<file path="src/sv/lb64_pkg.sv">
// shared types, constants and the character map of the lenient base64 decoder
// no dependencies
`timescale 1ns / 1ps

package lb64_pkg;

  localparam int SEXTET_W = 6;
  localparam int BYTE_W   = 8;
  localparam int GRP_BYTES = 3;
  localparam int FIFO_DEPTH = 4;
  localparam int FIFO_AW    = $clog2(FIFO_DEPTH);

  localparam logic [7:0] CH_UPPER_A = 8'h41;
  localparam logic [7:0] CH_UPPER_Z = 8'h5A;
  localparam logic [7:0] CH_LOWER_A = 8'h61;
  localparam logic [7:0] CH_LOWER_Z = 8'h7A;
  localparam logic [7:0] CH_DIGIT_0 = 8'h30;
  localparam logic [7:0] CH_DIGIT_9 = 8'h39;
  localparam logic [7:0] CH_PLUS    = 8'h2B;
  localparam logic [7:0] CH_SLASH   = 8'h2F;

  localparam logic [7:0] LOWER_BASE = 8'd26;
  localparam logic [7:0] DIGIT_BASE = 8'd52;
  localparam logic [SEXTET_W-1:0] SEX_PLUS  = 6'd62;
  localparam logic [SEXTET_W-1:0] SEX_SLASH = 6'd63;

  // input kinds carried on tuser
  localparam logic ACT_CHAR  = 1'b0;
  localparam logic ACT_FLUSH = 1'b1;

  // fill levels of the sextet store
  localparam logic [1:0] FILL_TWO   = 2'd2;
  localparam logic [1:0] FILL_THREE = 2'd3;

  // one queued group: up to three bytes and how many result words they make
  typedef struct packed {
    logic [GRP_BYTES-1:0][BYTE_W-1:0] bytes;
    logic [1:0]                       nres;
    logic                             byte_valid;
    logic                             mend;
  } grp_t;

  typedef struct packed {
    logic full;
    logic empty;
  } fifo_stat_t;

  typedef struct packed {
    logic                hit;
    logic [SEXTET_W-1:0] sextet;
  } map_t;

  function automatic map_t map_char(input logic [7:0] c);
    map_t        m;
    logic [7:0]  d;
    m.hit    = 1'b1;
    m.sextet = '0;
    d        = '0;
    if (c >= CH_UPPER_A && c <= CH_UPPER_Z) begin
      d = c - CH_UPPER_A;
    end else if (c >= CH_LOWER_A && c <= CH_LOWER_Z) begin
      d = c - CH_LOWER_A + LOWER_BASE;
    end else if (c >= CH_DIGIT_0 && c <= CH_DIGIT_9) begin
      d = c - CH_DIGIT_0 + DIGIT_BASE;
    end else if (c == CH_PLUS) begin
      d = {2'b00, SEX_PLUS};
    end else if (c == CH_SLASH) begin
      d = {2'b00, SEX_SLASH};
    end else begin
      m.hit = 1'b0;
    end
    m.sextet = d[SEXTET_W-1:0];
    return m;
  endfunction

endpackage

</file>
<file path="src/sv/lb64_front.sv">
// front end: takes characters, maps them to sextets and packs groups into bytes
// depends on lb64_pkg
`timescale 1ns / 1ps

module lb64_front import lb64_pkg::*; (
  input  logic       clk,
  input  logic       rst,
  input  logic       s_axis_tvalid,
  output logic       s_axis_tready,
  input  logic [7:0] s_axis_tdata,   // char_code
  input  logic       s_axis_tuser,   // action
  output logic       push,
  output grp_t       push_grp,
  input  fifo_stat_t stat
);

  logic [2:0][SEXTET_W-1:0] store;
  logic [2:0][SEXTET_W-1:0] store_next;
  logic [1:0]               fill;
  logic [1:0]               fill_next;
  map_t                     m;
  logic                     acc;
  logic [BYTE_W-1:0]        b0, b1, b2;

  assign s_axis_tready = !stat.full;
  assign acc = s_axis_tvalid && s_axis_tready;
  assign m   = map_char(s_axis_tdata);

  assign b0 = {store[0], store[1][5:4]};
  assign b1 = {store[1][3:0], store[2][5:2]};
  assign b2 = {store[2][1:0], m.sextet};

  always_comb begin
    store_next = store;
    fill_next  = fill;
    push       = 1'b0;
    push_grp   = '0;
    if (acc) begin
      if (s_axis_tuser == ACT_FLUSH) begin
        push          = 1'b1;
        push_grp.mend = 1'b1;
        fill_next     = '0;
        store_next    = '0;
        if (fill == FILL_THREE) begin
          push_grp.bytes[0]   = b0;
          push_grp.bytes[1]   = b1;
          push_grp.nres       = 2'd2;
          push_grp.byte_valid = 1'b1;
        end else if (fill == FILL_TWO) begin
          push_grp.bytes[0]   = b0;
          push_grp.nres       = 2'd1;
          push_grp.byte_valid = 1'b1;
        end else begin
          // nothing decodable: a single empty end word
          push_grp.nres = 2'd1;
        end
      end else if (m.hit) begin
        if (fill == FILL_THREE) begin
          push                = 1'b1;
          push_grp.bytes[0]   = b0;
          push_grp.bytes[1]   = b1;
          push_grp.bytes[2]   = b2;
          push_grp.nres       = 2'd3;
          push_grp.byte_valid = 1'b1;
          fill_next           = '0;
          store_next          = '0;
        end else begin
          store_next[fill] = m.sextet;
          fill_next        = fill + 2'd1;
        end
      end
    end
  end

  always_ff @(posedge clk) begin
    if (rst) begin
      store <= '0;
      fill  <= '0;
    end else begin
      store <= store_next;
      fill  <= fill_next;
    end
  end

endmodule

</file>
<file path="src/sv/lb64_fifo.sv">
// small group queue between the front and back ends
// depends on lb64_pkg
`timescale 1ns / 1ps

module lb64_fifo import lb64_pkg::*; (
  input  logic       clk,
  input  logic       rst,
  input  logic       push,
  input  grp_t       din,
  input  logic       pop,
  output grp_t       dout,
  output fifo_stat_t stat
);

  grp_t               mem [FIFO_DEPTH];
  logic [FIFO_AW-1:0] wr_ptr;
  logic [FIFO_AW-1:0] rd_ptr;
  logic [FIFO_AW:0]   count;
  logic               do_push;
  logic               do_pop;

  assign stat.full  = (count == (FIFO_AW+1)'(FIFO_DEPTH));
  assign stat.empty = (count == '0);
  assign do_push    = push && !stat.full;
  assign do_pop     = pop && !stat.empty;
  assign dout       = mem[rd_ptr];

  always_ff @(posedge clk) begin
    if (do_push) begin
      mem[wr_ptr] <= din;
    end
  end

  always_ff @(posedge clk) begin
    if (rst) begin
      wr_ptr <= '0;
      rd_ptr <= '0;
      count  <= '0;
    end else begin
      if (do_push) begin
        wr_ptr <= wr_ptr + 1'b1;
      end
      if (do_pop) begin
        rd_ptr <= rd_ptr + 1'b1;
      end
      case ({do_push, do_pop})
        2'b10:   count <= count + 1'b1;
        2'b01:   count <= count - 1'b1;
        default: count <= count;
      endcase
    end
  end

endmodule

</file>
<file path="src/sv/lb64_back.sv">
// back end: unpacks queued groups into one result word per cycle while
// m_axis does not stall; depends on lb64_pkg
`timescale 1ns / 1ps

module lb64_back import lb64_pkg::*; (
  input  logic       clk,
  input  logic       rst,
  input  grp_t       head,
  input  fifo_stat_t stat,
  output logic       pop,
  output logic       m_axis_tvalid,
  input  logic       m_axis_tready,
  output logic [7:0] m_axis_tdata,   // out_byte
  output logic [1:0] m_axis_tuser,   // byte_valid, message_end
  output logic       m_axis_tlast    // last_in_run
);

  logic [1:0] idx;
  logic       load;
  logic       last;

  // output register takes a new word whenever it is empty or being drained
  assign load = !m_axis_tvalid || m_axis_tready;
  assign last = (idx == head.nres - 2'd1);
  assign pop  = load && !stat.empty && last;

  always_ff @(posedge clk) begin
    if (rst) begin
      m_axis_tvalid <= 1'b0;
      idx           <= '0;
    end else if (load) begin
      m_axis_tvalid <= !stat.empty;
      if (!stat.empty) begin
        idx <= last ? 2'd0 : idx + 2'd1;
      end
    end
  end

  always_ff @(posedge clk) begin
    if (load && !stat.empty) begin
      m_axis_tdata <= head.bytes[idx];
      m_axis_tuser <= {head.mend && last, head.byte_valid};
      m_axis_tlast <= last;
    end
  end

endmodule

</file>
<file path="src/sv/lenient_base64_decoder.sv">
// lenient base64 decoder top level: front end, group queue, back end
// depends on lb64_pkg, lb64_front, lb64_fifo, lb64_back
//
//   port group  dir  tdata       tuser                      tlast
//   s_axis      in   char_code   action                     -
//   m_axis      out  out_byte    byte_valid, message_end    last_in_run
//
// one character or end item accepted per cycle while the group queue has room
// a group leaves the output register as one to three words, one per unstalled cycle
// a completed group enters the queue, then its first word the output register
// rst is synchronous and clears the sextet store, queue pointers and output valid
// a stalled m_axis fills the four-entry queue, then s_axis_tready drops
`timescale 1ns / 1ps

module lenient_base64_decoder import lb64_pkg::*; (
  input  logic       clk,
  input  logic       rst,
  input  logic       s_axis_tvalid,
  output logic       s_axis_tready,
  input  logic [7:0] s_axis_tdata,   // [7:0] char_code
  input  logic       s_axis_tuser,   // [0] action
  output logic       m_axis_tvalid,
  input  logic       m_axis_tready,
  output logic [7:0] m_axis_tdata,   // [7:0] out_byte
  output logic [1:0] m_axis_tuser,   // [0] byte_valid, [1] message_end
  output logic       m_axis_tlast
);

  logic       push;
  grp_t       push_grp;
  logic       pop;
  grp_t       head;
  fifo_stat_t stat;

  lb64_front u_front (
    .clk           (clk),
    .rst           (rst),
    .s_axis_tvalid (s_axis_tvalid),
    .s_axis_tready (s_axis_tready),
    .s_axis_tdata  (s_axis_tdata),
    .s_axis_tuser  (s_axis_tuser),
    .push          (push),
    .push_grp      (push_grp),
    .stat          (stat)
  );

  lb64_fifo u_fifo (
    .clk  (clk),
    .rst  (rst),
    .push (push),
    .din  (push_grp),
    .pop  (pop),
    .dout (head),
    .stat (stat)
  );

  lb64_back u_back (
    .clk           (clk),
    .rst           (rst),
    .head          (head),
    .stat          (stat),
    .pop           (pop),
    .m_axis_tvalid (m_axis_tvalid),
    .m_axis_tready (m_axis_tready),
    .m_axis_tdata  (m_axis_tdata),
    .m_axis_tuser  (m_axis_tuser),
    .m_axis_tlast  (m_axis_tlast)
  );

endmodule

</file>
<file path="config.mk">
export PLATFORM = sky130hd
export DESIGN_NAME = lenient_base64_decoder
export DESIGN_NICKNAME = d
export VERILOG_FILES = /design/src/sv/lb64_pkg.sv /design/src/sv/lb64_front.sv /design/src/sv/lb64_fifo.sv /design/src/sv/lb64_back.sv /design/src/sv/lenient_base64_decoder.sv
export SDC_FILE = /design/constraint.sdc
export NUM_CORES = 1
export LEC_CHECK = 0
export ABC_AREA = 1
export BUFFER_PORTS_ARGS = -buffer_cell sky130_fd_sc_hd__buf_2
export CORE_UTILIZATION = 60
export DETAILED_ROUTE_END_ITERATION = 12
export PLACE_DENSITY = 0.78
export SYNTH_ARGS = -nofsm -noshare
export SYNTH_HDL_FRONTEND = slang
export SYNTH_SLANG_ARGS = --single-unit
export TNS_END_PERCENT = 10
</file>
<file path="constraint.sdc">
create_clock -name clk -period 3.8 [get_ports clk]
set_input_delay 0.19 -clock clk [delete_from_list [all_inputs] [get_ports clk]]
set_output_delay 0.19 -clock clk [all_outputs]
set_load 0.05 [all_outputs]
</file>
After elaboration in Yosys (flattened, before gate mapping)
Memory sizes are Yosys's and may differ from the RTL's. A register that Yosys moved wholly into a read port is not among the register bits.
Cells that the tools add are included.
{"block": "totals", "register_bits": 41, "ram_bits": 112, "input_bits": 13, "out_inout_bits": 13, "mem_count": 1}
{"name": "u_fifo.mem", "depth": 4, "word_bits": 28, "read_ports": 1, "rd_clocked_by_memory_dff": 1, "wr": 1, "line_no": "lb64_fifo.sv:15", "source": "grp_t mem [FIFO_DEPTH];"}
{"block": "classes", "addsub": 12, "magnitude_cmp": 9, "n_eq_ne": 8, "mux": 41, "n_bitwise": 1, "n_reduce_logical": 19}
{"op": "$mux 18", "n": 3}
{"op": "$mux 27", "n": 2}
{"op": "$mux 6", "n": 6}
{"op": "$mux 8", "n": 4}
{"op": "$mux 28", "n": 1}
{"op": "$mux 19", "n": 1}
{"op": "$bwmux 18", "n": 1}
{"op": "$bmux 8 s2", "n": 1}
{"op": "$eq 8x6->1 const B", "n": 2}
{"op": "$ge 8x7->1 const B", "n": 2}
{"op": "$le 8x7->1 const B", "n": 2}
{"op": "$mux 1", "n": 13}
{"op": "$demux 6 s2", "n": 1}
{"op": "$mux 2", "n": 6}
{"op": "$sub 6x6->6 const B", "n": 2}
{"op": "$mux 11", "n": 1}
{"op": "$logic_and 1x1->1", "n": 10}
{"op": "$add 2x1->2 const B", "n": 4}
{"op": "$ge 8x6->1 const B", "n": 1}
{"op": "$le 8x6->1 const B", "n": 1}
{"op": "$add 6x5->6 const B", "n": 1}
{"op": "$add 6x6->6 const B", "n": 1}
{"op": "$eq 2x2->1 const B", "n": 3}
{"op": "$lt 2x3->1 const B", "n": 2}
{"op": "15 further kinds", "n": 19}

Depth between registers and ports, before layout
Gate-level depths: netlist of the first run.
{"block": "logic_depth", "word_depth": 12, "depth_mapped": 20, "depth_no_buf": 18}

Hierarchy
Synthesis of the first run repeated with hierarchy kept, for this count alone.
{"block": "unflattened", "cells_unflattened": 730, "hier_area_um2": 7247.0}
{"module": "lb64_fifo", "n_inst": 1, "cells_each": 341, "area_per_inst_um2": 4636.9}
{"module": "lb64_front", "n_inst": 1, "cells_each": 310, "area_per_inst_um2": 1888.1}
{"module": "lb64_back", "n_inst": 1, "cells_each": 79, "area_per_inst_um2": 721.9}

Least setup slack after synthesis of the first run
No wires, ideal clock.
{"block": "synth_timing", "path_type": "register -> register", "start": "register u_fifo.count[1]", "end": "memory u_fifo.mem[0][0] (netlist name), enable pin", "setup_time_ns": 0.413, "arrival_time_ns": 2.851, "path_slack_ns": 0.536, "stages_incl_launch_ff": 10, "path_buffers": 1, "period_less_slack_ns": 3.264, "cell_sequence": "dfxtp_1 inv_1 nand3_1 nand2_1 nor2_1 inv_1 nand2_8 nand2_8 buf_6 nor2_1"}
{"block": "synth_between", "elab_chain_cells": 7}
{"element": "start: declaration", "line_no": "lb64_fifo.sv:18", "source": "logic [FIFO_AW:0] count;"}
{"element": "start signal: assignment", "line_no": "lb64_fifo.sv:47", "source": "2'b10: count <= count + 1'b1;"}
{"element": "start signal: assignment", "line_no": "lb64_fifo.sv:48", "source": "2'b01: count <= count - 1'b1;"}
{"element": "start signal: assignment", "line_no": "lb64_fifo.sv:49", "source": "default: count <= count;"}
{"element": "$eq 3x3->1 (*)", "line_no": "lb64_fifo.sv:22", "source": "assign stat.full = (count == (FIFO_AW+1)'(FIFO_DEPTH));"}
{"element": "$logic_not 1->1 (*)", "line_no": "lb64_front.sv:25", "source": "assign s_axis_tready = !stat.full;"}
{"element": "named net s_axis_tready", "line_no": "lenient_base64_decoder.sv:19", "source": "output logic s_axis_tready,"}
{"element": "$logic_and 1x1->1", "line_no": "lb64_front.sv:26", "source": "assign acc = s_axis_tvalid && s_axis_tready;"}
{"element": "$mux 1", "line_no": "lb64_front.sv:38", "source": "if (acc) begin"}
{"element": "$logic_and 1x1->1 (*)", "line_no": "lb64_fifo.sv:24", "source": "assign do_push = push && !stat.full;"}
{"element": "$mux 1 (*)", "line_no": "lb64_fifo.sv:29", "source": "if (do_push) begin"}
{"element": "$mux 1 (implied by the code) (*)", "line_no": "lb64_fifo.sv:30", "source": "mem[wr_ptr] <= din;"}
{"element": "end: declaration", "line_no": "lb64_fifo.sv:15"}
The timed path passes the listed nets; every way through them passes the cells marked *.

==> results_dict.tcl, run 1 <==
set metrics [dict create \
    status "complete, no violations" \
    start_util_pct 61.9 \
    synth_cell_types 37 \
    synth_common_cells "nor2_1, edfxtp_1, nand2_1, o21ai_0, inv_1" \
    tns_ns 0 \
    synth_seq_cells 155 \
    hold_violations 0 \
    grt_pass1_vias 5141 \
    cts_hold_buf 0 \
    rows 39 \
    drt_first_pass_iters 7 \
    power-per-cell-area_nw_per_um2 663 \
    clkTransAtPathRegs_ns 0.06 \
    fmax_mhz 340 \
    fin_crit_sh_pct 77.5 \
    die_width_um 111 \
    cts_sinks 155 \
    route.detailed.drc 0 \
    max_slew_margin_pct 45.6 \
    drive_above_1_share_pct 12.6 \
    vdd_ir_drop_max_uv 515 \
    die_y_um 111 \
    synth.top_cell.area_share_pct 52.0 \
    min-delay-path-class "in -> reg" \
    vias 5287 \
    place.gp.congestion 0.949 \
    period_minus_slack_ns 2.94 \
    dieArea_um2 12300 \
    finClkSkew_ns 0.00627 \
    synth_edf_count 123 \
    core_region_area_um2 11500 \
    start_kind "register" \
    final.fill_count 792 \
    gr-usage-all-layers_pct 27.9 \
    setup.worst_path.class "reg -> reg" \
    synth_area_um2 7100 \
    cts_resized 0 \
    synth.net_count 737 \
    viasPerCell 5.95 \
    leakagePower_uw 0.00323 \
    synthCells 705 \
    synth_top_flop_cell "edfxtp_1" \
    clock_path_buffers 2 \
    syn_to_final_growth_pct 13.2 \
    h-tree-depth 4 \
    final_core_util_pct 70.1 \
    diodes 0 \
    cts_tree "yes" \
    nets 765 \
    synth_area_leader_cell "edfxtp_1" \
    setup_viol 0 \
    critical_path_peak_fanout 21 \
    dpl.hpwl_mm 10.2 \
    first_iter_violations 481 \
    cap_violations 0 \
    globalRoute.totalOverflow 0 \
    arrival_ns 3.25 \
    yosys_warnings 0 \
    cts_setup_buffers 0 \
    grt_pass1_wl_mm 26.2 \
    synth.most_common_cell "nor2_1" \
    seq_area_frac_synth_pct 61.0 \
    tightest_slew_ns 0.813 \
    cp-end-kind "register" \
    io_pins 26 \
    final_max_slew_viol_count 0 \
    cp.required_ns 4.10 \
    clock_latency_ns 0.42 \
    synthArstFlopShare_pct 0 \
    cts_buffers 17 \
    grt_antenna_before_repair 0 \
    wl_per_cell_um 18.2 \
    root_buffer "clkbuf_16" \
    ys_top_cells_by_area "edfxtp_1, dfxtp_1, nor2_1" \
    grt_max_degree 57 \
    port_buffers 25 \
    avgSynthCellArea_um2 10.1 \
    rsz0062_at_grt "no" \
    postRouteAntennaNets 0 \
    wl_mm 16.2 \
]
==> worst max-delay path, stage by stage (launching register included) <==
cell and delay [ns]:
dfxtp_1 0.31, inv_1 0.50, nand2_1 0.11, nand3_1 0.13
nand3_1 0.10, nand2_1 0.09, nand2_1 0.06, nand2_1 0.19
nor2_2 0.12, ha_1 0.26, fa_1 0.45, a21oi_1 0.13
o21ai_0 0.12, o21ai_0 0.19, a21oi_1 0.06
==> layer usage <==
metal / wire (µm) / up-vias / GRT usage (%)
li1: - / 2480 / -
met1: 6560 / 2521 / 35.2
met2: 7960 / 254 / 46.7
met3: 1250 / 32 / 5.52
met4: 410 / 0 / 12.2
met5: 0 / - / 0
==> cell type report <==
cell class | instances | area [µm²] | area share (%)
repair buffers | 36 | 208 | 2.58
well taps | 143 | 179 | 2.23
flip-flops and latches | 155 | 4330 | 53.9
inverters | 68 | 255 | 3.18
clock buffers | 26 | 596 | 7.41
multi-input cells | 455 | 2400 | 29.9
clock inverters | 6 | 62.6 | 0.778
==> power by group <==
part           leakage, µW  internal, µW  switching [µW]
clock             0.000325          1150             651
sequential         0.00155          2010            49.4
combinational      0.00136           386            1080
total              0.00323          3550            1780
==> flip-flops by register name, indices dropped and copies added (netlist names), named ones only <==
register	cells
u_front.b0	8
u_fifo.rd_ptr	2
u_front.fill	2
u_fifo.wr_ptr	2
u_back.m_axis_tvalid	1
u_fifo.mem	112
u_back.idx	2
u_front.b2	2
u_back.m_axis_tlast	1
u_front.b1	8
u_fifo.count	3
u_back.m_axis_tuser	2
u_back.m_axis_tdata	8
==> path summary, 6_finish.rpt <==
check	startpoint	to	slack (ns)	depth (start not counted)
worst max register to register	register	u_fifo.count[2]	0.86	14
worst min-delay path	rst	u_front.b0[5]	0.14	2
worst min register to register	u_front.b0[1]	u_front.b0[1]	0.46	2
worst max-delay path	register	u_fifo.count[2]	0.86	14
==> cells in the final DEF, fill, tap and decap left out, types with 6 or more instances in the layout <==
master     netlist  final
dfxtp_1         32     32
edfxtp_1       123    123
nand2_1        102    102
buf_2            4     25
o221ai_1         8      8
nand3_1         40     40
nand4_1          6      6
o211ai_1         9      9
a21oi_1         21     21
o21ai_0         66     66
o22ai_1         13     13
nor2_1         130    126
nor2_2           2      6
inv_1           64     64
clkbuf_16        0     22
ha_1            18     18
buf_4            1     11
==> metrics by stage <==
step / instance area (µm²) / total power [µW] / cells / hold WS, ns / setup WS (ns)
3_3_place_gp: 7380 / 3470 / 857 / 0.449 / 0.850
6_report: 8040 / 5330 / 889 / 0.136 / 0.856
4_1_cts: 8040 / 5340 / 889 / 0.120 / 0.873
5_1_grt: 8040 / 5540 / 889 / 0.144 / 0.660
2_1_floorplan: 7100 / 3140 / 705 / 0.259 / 0.536
3_5_place_dp: 7380 / 3530 / 857 / 0.451 / 0.739
==> kinds of logic after synthesis <==
logic type      after synthesis  share of synthesized area [%]
flops                       155                           61.0
buf+inv                      95                           5.36
fa+ha+maj                    19                           3.45
simple gates                305                           19.3
compound gates              126                           10.3
xor+xnor                      5                          0.617
Note: power is estimated with default switching activity, not from simulation.
==> inputs of run 2 (changes only) <==
CORE_UTILIZATION = 56   (was 60)
PLACE_DENSITY = 0.76   (was 0.78)
clock period = 2.6 ns   (was 3.8 ns; I/O delays follow)
==> run 2 against run 1 <==
Final area is 1.5% higher. First-iteration DRC count decreased by 22%. Critical path depth decreased by 4. Die area is 7.0% higher. Sequential cell count is the same. Total power increased by 40%. Register-to-register slack got worse by 0.63 ns. Worst hold slack worse by 0.063 ns. Combinational power grew 48%. Utilization down 3.0 points.
==> results_dict.tcl, run 2 (synthesis results as in run 1) <==
set metrics [dict create \
    status "complete, no violations" \
    cts_setup_buffers 0 \
    rsz0062_at_grt "no" \
    cts_hold_buf 0 \
    die_y_um 115 \
    start_util_pct 58.4 \
    largest_reg_flops 112 \
    vias 5236 \
    max_slew_margin_pct 51.7 \
    r2r_cells 10 \
    leakagePower_uw 0.00328 \
    dpl.hpwl_mm 10.3 \
    route.detailed.drc 0 \
    min_to "u_back.m_axis_tvalid" \
    critical_path_peak_fanout 5 \
    instances_no_fill 935 \
    wl_mm 15.9 \
    postRouteAntennaNets 0 \
    diodes 0 \
    io_pins 26 \
    grt_pass1_wl_mm 24.9 \
    cts_tree "yes" \
    clock_path_buffers 2 \
    viasPerCell 5.60 \
    cp-end-kind "register" \
    gr-usage-all-layers_pct 26.1 \
    dieArea_um2 13100 \
    arrival_ns 2.68 \
    grt_antenna_before_repair 0 \
    cp.required_ns 2.91 \
    layout_common_cells "nor2_1, edfxtp_1, nand2_1, o21ai_0, inv_1" \
    drt_first_pass_iters 5 \
    setup_viol 0 \
    globalRoute.totalOverflow 0 \
    cap_violations 0 \
    dp.cells 903 \
    die_width_um 115 \
    register_area_um2 4340 \
    clkTransAtPathRegs_ns 0.06 \
    hold_start "m_axis_tready" \
    finClkSkew_ns 0.0101 \
    power.total_uw 7460 \
    final_max_slew_viol_count 0 \
    hold_violations 0 \
    dpl-instance-area_um2 7600 \
    grt_max_degree 53 \
    nets 786 \
    r2r-end "u_fifo.count[2]" \
    top_register "u_fifo.mem" \
    place.gp.congestion 0.899 \
    hold_path_depth 4 \
    rows 40 \
    cts_buffers 17 \
    port_buffers 25 \
    cts_sinks 155 \
    reg2reg_slack_ns 0.23 \
    fin_crit_sh_pct 91.2 \
    final.fill_count 938 \
    min-delay-path-class "in -> reg" \
    wl_per_cell_um 17.0 \
    final_common_cell "nor2_1" \
    setup_ws_ns 0.230 \
    period_minus_slack_ns 2.37 \
    drive_above_1_share_pct 15.6 \
    start_kind "register" \
    core_region_area_um2 12200 \
    multi_input_area_um2 2410 \
    syn_to_final_growth_pct 14.9 \
    h-tree-depth 4 \
    dp_worst_setup_slack_ns 0.0124 \
    root_buffer "clkbuf_16" \
    r2r_start "u_front.fill[1]" \
    grt_pass1_vias 4883 \
    tightest_slew_ns 0.722 \
    stdcell_area_um2 8160 \
    vdd_ir_drop_max_uv 785 \
    setup.worst_path.class "reg -> reg" \
    clock_latency_ns 0.43 \
    power-per-cell-area_nw_per_um2 915 \
    first_iter_violations 374 \
    holdWs_ns 0.0738 \
    fmax_mhz 422 \
]
-- run 2: how the worst max path moves through the flow --
stage	startpoint	endpoint	slack, ns	depth (start not counted)
floorplan	s_axis_tdata[2]	u_fifo.count[2]	-0.03	18
global placement	s_axis_tdata[0]	u_fifo.count[2]	0.07	19
detailed placement	s_axis_tdata[0]	u_fifo.count[2]	0.01	19
CTS	register	u_fifo.count[2]	0.21	15
global route	register	u_fifo.count[2]	0.05	15
finish	u_front.fill[1]	u_fifo.count[2]	0.23	10
-- run 2: metrics by stage --
stage	utilization, %	TNS, ns
after CTS	67.0	0
after global routing	67.1	0
after global placement	62.5	0
after floorplan	-	-2.18
after detailed placement	62.5	0
final	67.1	0
-- run 2: final cells by class --
| cell class | count | area share (%) |
|---|---|---|
| Inverter | 68 | 3.13 |
| Tap cell | 168 | 2.58 |
| Multi-Input combinational cell | 455 | 29.5 |
| Clock inverter | 14 | 1.41 |
| Sequential cell | 155 | 53.2 |
| Timing Repair Buffer | 57 | 4.79 |
| Clock buffer | 18 | 5.39 |
-- run 2: power by group --
group	internal, µW	total (µW)	leakage [µW]	switching, µW
Combinational	612	2160	0.00146	1540
Clock	1260	2280	0.000269	1010
Sequential	2940	3030	0.00155	88.7
-- run 2: what timing repair did --
item | 4_1_cts | 5_1_grt
endpoints found under the setup margin | 0 | 1
gates resized for setup | 0 | 2
endpoints found under the hold margin | 0 | 0
-- run 2: worst max-delay path, cell delays in order (launching register included) --
cell,delay [ns]
dfxtp_1,0.38
ha_1,0.29
nor2_1,0.13
inv_1,0.24
nand2_8,0.07
ha_1,0.22
fa_1,0.44
a21oi_1,0.15
o21ai_0,0.12
o21ai_0,0.16
a21oi_1,0.06
-- run 2: metal layers --
layer	vias up	track usage (%)	wire length [µm]
li1	2519	-	-
met1	2520	33.1	6690
met3	25	5.56	958
met4	0	11.3	384
met2	172	43.5	7900
met5	-	0	0
